[config.mk]
export PLATFORM = sky130hd
export DESIGN_NAME = ncd_relax
export DESIGN_NICKNAME = d
export VERILOG_FILES = /design/src/hw/rtl/ncd_pkg.sv /design/src/hw/rtl/ncd_relax.sv
export SDC_FILE = /design/constraint.sdc
export NUM_CORES = 1
export LEC_CHECK = 0
export BUFFER_PORTS_ARGS = -buffer_cell sky130_fd_sc_hd__buf_4
export CORE_MARGIN = 2
export CORE_UTILIZATION = 40
export DETAILED_ROUTE_END_ITERATION = 8
export GPL_TIMING_DRIVEN = 0
export PLACE_DENSITY = 0.78
export SYNTH_ARGS = -nofsm -noshare
export SYNTH_HDL_FRONTEND = slang
export SYNTH_SLANG_ARGS = --single-unit
[constraint.sdc]
create_clock -name vclk -period 3.75
set_input_delay 0 -clock vclk [all_inputs]
set_output_delay 0 -clock vclk [all_outputs]
set_load 0.02 [all_outputs]
[src/hw/rtl/ncd_pkg.sv]
`timescale 1ns / 1ps
// ----------------------------------------------------------------------------
// ncd_pkg
// shared field widths, constants and request/result types of the
// negative cycle detector
// ----------------------------------------------------------------------------
package ncd_pkg;

  localparam int NODE_BITS   = 10;
  localparam int WEIGHT_BITS = 16;
  localparam int CFG_BITS    = 11;
  localparam int START_DIST  = 100000000;

  // one input request: a directed, weighted edge
  typedef struct packed {
    logic [NODE_BITS-1:0]          src_node;
    logic [NODE_BITS-1:0]          dst_node;
    logic signed [WEIGHT_BITS-1:0] edge_weight;
    logic                          last_edge;
  } in_req_t;

  // one result
  typedef struct packed {
    logic negative_cycle;
    logic input_error;
  } out_res_t;

  // edge store entry
  typedef struct packed {
    logic [NODE_BITS-1:0]          src_node;
    logic [NODE_BITS-1:0]          dst_node;
    logic signed [WEIGHT_BITS-1:0] edge_weight;
  } edge_t;

endpackage

[src/hw/rtl/ncd_relax.sv]
`timescale 1ns / 1ps
// ----------------------------------------------------------------------------
// ncd_relax
// edge relaxation test with saturation of the stored distance
// ----------------------------------------------------------------------------
module ncd_relax #(
  parameter int DW = 32
) (
  input  logic                                   edge_ok_i,
  input  logic signed [DW-1:0]                   dist_src_i,
  input  logic signed [DW-1:0]                   dist_dst_i,
  input  logic signed [ncd_pkg::WEIGHT_BITS-1:0] weight_i,
  output logic                                   relax_o,
  output logic signed [DW-1:0]                   dist_new_o
);

  localparam int SW = DW + 1;
  localparam logic signed [DW-1:0] LO = {1'b1, {(DW-1){1'b0}}};
  localparam logic signed [DW-1:0] HI = {1'b0, {(DW-1){1'b1}}};

  logic signed [SW-1:0] sum;
  logic signed [SW-1:0] dst_ext;
  logic                 below;
  logic                 above;

  // exact sum, one bit wider than a distance
  assign sum     = SW'(dist_src_i) + SW'(weight_i);
  assign dst_ext = SW'(dist_dst_i);
  assign below   = weight_i[ncd_pkg::WEIGHT_BITS-1] && (sum < SW'(LO));
  assign above   = (weight_i > 0) && (sum > SW'(HI));

  assign relax_o    = edge_ok_i && (below || (!above && (dst_ext > sum)));
  assign dist_new_o = below ? LO : sum[DW-1:0];

endmodule

# Yosys cells after proc, flatten, opt, wreduce, memory -nomap -nowiden
# Index checks and enable logic that the tools add are counted.
# word_totals
register_bits	0
output_inout_bits	33
word_cells	12
# op_classes
n_addsub	1
magnitude_cmp	4
muxes	1
n_reduce_logical	6
# ops
op	count
adder 32 x 16 -> 33 bit	1
greater-than comparator 32 x 33 -> 1 bit	1
greater-than comparator 33 x 32 -> 1 bit, second input constant	1
less-than comparator 33 x 32 -> 1 bit, second input constant	1
2-to-1 mux 32 bit	1
greater-than comparator 16 x 1 -> 1 bit, second input constant	1
logical AND 1 bit	4
zero test 1 bit	1
logical OR 1 bit	1

# Logic depth before layout (Yosys ltp)
# logic_depth
word_depth	7
depth_mapped	21

# Worst setup path before layout
# OpenSTA, ideal clock, no wires.
# synth_timing
kind	input to output
startpoint	input dist_src_i[0]
endpoint	output relax_o
t_arrival_ns	3.872
required_time_ns	3.750
path_slack_ns	-0.122
path_stages	21
path_buffers	0
path_cell_list	ha_1 fa_1 a211oi_1 o21bai_1 a211oi_1 o31ai_2 a311oi_2 o21ai_0 a21oi_1 o21bai_1 xnor2_1 ha_1 a21oi_1 nor2b_1 o21ai_0 a21oi_1 o21ai_0 nand3_1 a211oi_1 a211oi_1 a22o_1
# synth_via
elab_chain_len	7
# synth_rtl
item	line	text
from (decl)	ncd_relax.sv:10	input logic signed [DW-1:0] dist_src_i,
adder 32 x 16 -> 33 bit *	ncd_relax.sv:27	assign sum = SW'(dist_src_i) + SW'(weight_i);
greater-than comparator 33 x 32 -> 1 bit	ncd_relax.sv:30	assign above = (weight_i > 0) && (sum > SW'(HI));
logical AND 1 bit	ncd_relax.sv:30	
zero test 1 bit	ncd_relax.sv:32	assign relax_o = edge_ok_i && (below || (!above && (dst_ext > sum)));
logical AND 1 bit	ncd_relax.sv:32	
logical OR 1 bit *	ncd_relax.sv:32	
logical AND 1 bit *	ncd_relax.sv:32	
to (decl)	ncd_relax.sv:13	output logic relax_o,
# Mark *: on every way between the ends. The rest lies on a longest branch, timed or not.

# Worst setup path after layout
# layout_timing
startpoint	input weight_i[0] in the netlist's numbering
endpoint	output relax_o
# layout_via
elab_chain_len	7
# layout_rtl
item	line	text
from (decl)	ncd_relax.sv:12	input logic signed [ncd_pkg::WEIGHT_BITS-1:0] weight_i,
adder 32 x 16 -> 33 bit	ncd_relax.sv:27	
greater-than comparator 33 x 32 -> 1 bit	ncd_relax.sv:30	
logical AND 1 bit	ncd_relax.sv:30	
zero test 1 bit	ncd_relax.sv:32	
logical AND 1 bit	ncd_relax.sv:32	
logical OR 1 bit *	ncd_relax.sv:32	
logical AND 1 bit *	ncd_relax.sv:32	
# Marks and branches as above.

==> results.txt <==
----------------------------------------------------
[Status]
  Run status ... finished with violations
  Failing checks ... setup timing

[Synth]
  Avg Synthesized Cell Area ... approximately 7.3 um^2
  Area of the mapped netlist ... 2440 um^2
  Most frequently used cell type in the post-synthesis netlist ... ha_1
  Count of synthesis-stage warnings from yosys ... 0
  Portion of synthesized cell area occupied by the leading cell type ... 32.3%
  Post-synthesis instance total ... 334
  Post-synthesis cell type count ... 45
  Sequential cell area fraction in the yosys report ... 0%
  Syn nets ... 479
  Largest cells by area after synthesis ... ha_1 32%, a21oi_1 7.6%, xnor2_1 7.2%
  Yosys top cell by area ... ha_1
  Cell types with the highest counts after synthesis ... 63 x ha_1, 44 x nor2_1, 37 x a21oi_1

[Cells and area]
  Clock buffer cells ... 0
  ANT cells ... 0
  Area Overhead vs Synth ... 52.4%
  Final Cell Area ... approximately 3700 um^2
  Sequential cell area ... 0 um^2
  FFs & Latches ... 0
  Fraction of final layout cells sized beyond drive strength 1 ... 37.1%
  Multi-input logic area ... 2540 um^2
  NumNets Final ... 613
  Filler Cell Count ... 555

[Job]
  Max capacitance violation total ... 0

[STA]
  Final worst path period share ... 110%
  RSZ-0062 raised after global routing ... true
  Headroom to the max-slew limit ... around two thirds
  Min Clock Period, post-route ... 4.12 ns
  Achievable frequency ... 0.243 GHz
  Final setup viols ... 1
  Worst setup margin ... -0.370 ns
  Number of hold violations in the final report ... 0
  Slew at the pin with the worst max-slew slack ... 0.524 ns
  Max Slew Vio Count ... 0

[GRT]
  Met1 track demand over resource in global routing ... 29.4%
  Grt ovf ... 0
  Global-route wire length before repair ... roughly 12000 um
  Global-route total usage across every layer ... 22.3%
  Met2 GRT Util ... 41.5%
  Antenna violations before repair ... 0
  Via count of the first global-routing pass ... 2733
  GR peak layer ... met2
  Largest net degree at the start of global routing ... 22
  Global routing usage on met3 ... less than 1%

[Detailed routing]
  Number of optimization iterations in the first detailed-route pass ... 4
  Post-detailed-route via-to-cell ratio ... 5.52
  Post-route DRC violation count ... 0
  Number of DRC violations after detailed-routing iteration 0 ... 87
  Routed wire length ... between 8000 and 9000 um
  Residual antenna-violating net count after detailed routing ... 0
  Via count ... around 3000
  Routed WL per cell ... approximately 15 um

[Critical path]
  Max FO, Critical Path ... 3
  Crit path launch type ... input pin
  Maximum cell stage delay along the critical path ... 0.40 ns
  Worst Setup End Kind ... primary output
  Worst-path cell chain ... buf_8 > ha_4 > fa_2 > a211oi_2 > o21bai_1 > a211oi_2 > buf_4 > o31ai_4 > a311oi_2 > o21ai_2 > a21oi_2 > o21bai_1 > xnor2_1 > ha_1 > a21oi_2 > nor2b_1 > o21ai_1 > a21oi_1 > o21ai_1 > nand3_2 > a211oi_2 > a211oi_2 > a22o_1 > buf_6
  Crit path required time ... 3.75 ns
  Buffers and inverters on the worst path ... 3
  Top cell family by delay on the critical path ... compound AO/OA/AOI/OAI gates
  Most prevalent standard cell on the critical path ... a211oi_2
  Library cell contributing the largest single delay on the critical path ... a311oi_2
  Critical path start-end classification ... in2out
  Data arrival at the endpoint of the critical path ... 4.12 ns

[Power]
  Max rail drop VDD ... 156 uV
  Total power consumption of the routed design ... 0.989 mW
  P per Cell Area ... 266 nW/um^2
  Total leakage power ... around 1.9 nW

[Clock network]
  Number of hold-repair buffers added at the cts stage ... 0

[Floorplanning]
  Chip width ... 82.2 um
  Starting density of the core ... 41.3%
  Core region area ... 5920 um^2
  Site row count ... 28
  Vertical die dimension ... roughly 82 um
  Top-level I/O count ... 114
  Die Footprint ... 6750 um^2

[Place]
  Post-place instance area ... 3400 um^2
  Post-DP HPWL ... 6450 um
  Final GP Congestion ... 0.827
  Number of buffers added on ports ... 114

[Worst hold path]
  Hold Path Class ... in2out

----------------------------------------------------
## power by group
part	internal [mW]	leakage, nW	switching, mW	total [mW]
clock network	0	0	0	0
logic	0.458	1.86	0.531	0.989
registers	0	0	0	0
## metrics by stage
step | utilization, % | instances | hold WS (ns) | worst slack [ns] | TNS (ns)
after floorplan | - | 334 | 0.178 | 0.00443 | 0
after global placement | 57.4 | 523 | 0.340 | -0.704 | -0.704
after detailed placement | 57.4 | 523 | 0.349 | -0.790 | -0.790
after CTS | 61.1 | 537 | 0.348 | -0.211 | -0.211
after global routing | 62.9 | 541 | 0.377 | -0.518 | -0.518
final | 62.9 | 541 | 0.376 | -0.370 | -0.370
## tightest hold or removal path, stage by stage
cell and delay, ns:
buf_4 0.09, a22o_1 0.16, buf_6 0.12
## final timing paths
| kind | from | end | slack [ns] | depth (start not counted) |
|---|---|---|---|---|
| max | weight_i[0] | relax_o | -0.37 | 24 |
| min | edge_ok_i | relax_o | 0.38 | 3 |
## metal layers
layer  up-vias  part of all wire, %
met5         -                    0
met4         0                  1.2
met3         8                  5.1
met2        90                   51
met1      1360                   43
li1       1528                    -
## cells in the final DEF (no fill, tap or decap), drive strengths merged, types with 3 or more instances in the layout
master / Yosys / layout
buf: 4 / 137
ha: 63 / 63
nor2: 44 / 44
a21oi: 38 / 38
a21o: 23 / 23
nand2: 22 / 22
xnor2: 20 / 20
o21ai: 16 / 16
nand3: 14 / 14
xor2: 12 / 12
inv: 8 / 8
a211oi: 8 / 8
nand4: 6 / 6
o21bai: 6 / 6
nor2b: 5 / 5
nor4: 4 / 4
or2: 4 / 4
o31ai: 4 / 4
and4: 3 / 3
a221o: 3 / 3
a31oi: 3 / 3
## area by class of cell
cell class,count,share of cell area [%]
Buffer,5,1.11
Tap cell,75,2.52
Timing Repair Buffer,133,27.4
Inverter,8,0.806
Multi-Input combinational cell,320,68.2
## timing repair
item | CTS | global route
pin swaps | 28 | 19
buffers inserted | 15 | 4
resized for setup | 30 | 15
setup endpoints to repair | 1 | 1
## cell families after synthesis
| kind of cell | after synthesis | share of synthesized area (%) |
|---|---|---|
| multiplexers | 2 | 1.02 |
| AO/OA/AOI/OAI | 112 | 30.1 |
| adder cells (fa/ha/maj) | 65 | 33.5 |
| XOR/XNOR | 32 | 11.5 |
| AND/OR/NAND/NOR | 109 | 20.9 |
| buffers and inverters | 14 | 3.07 |
(Power assumes the default switching activity.)
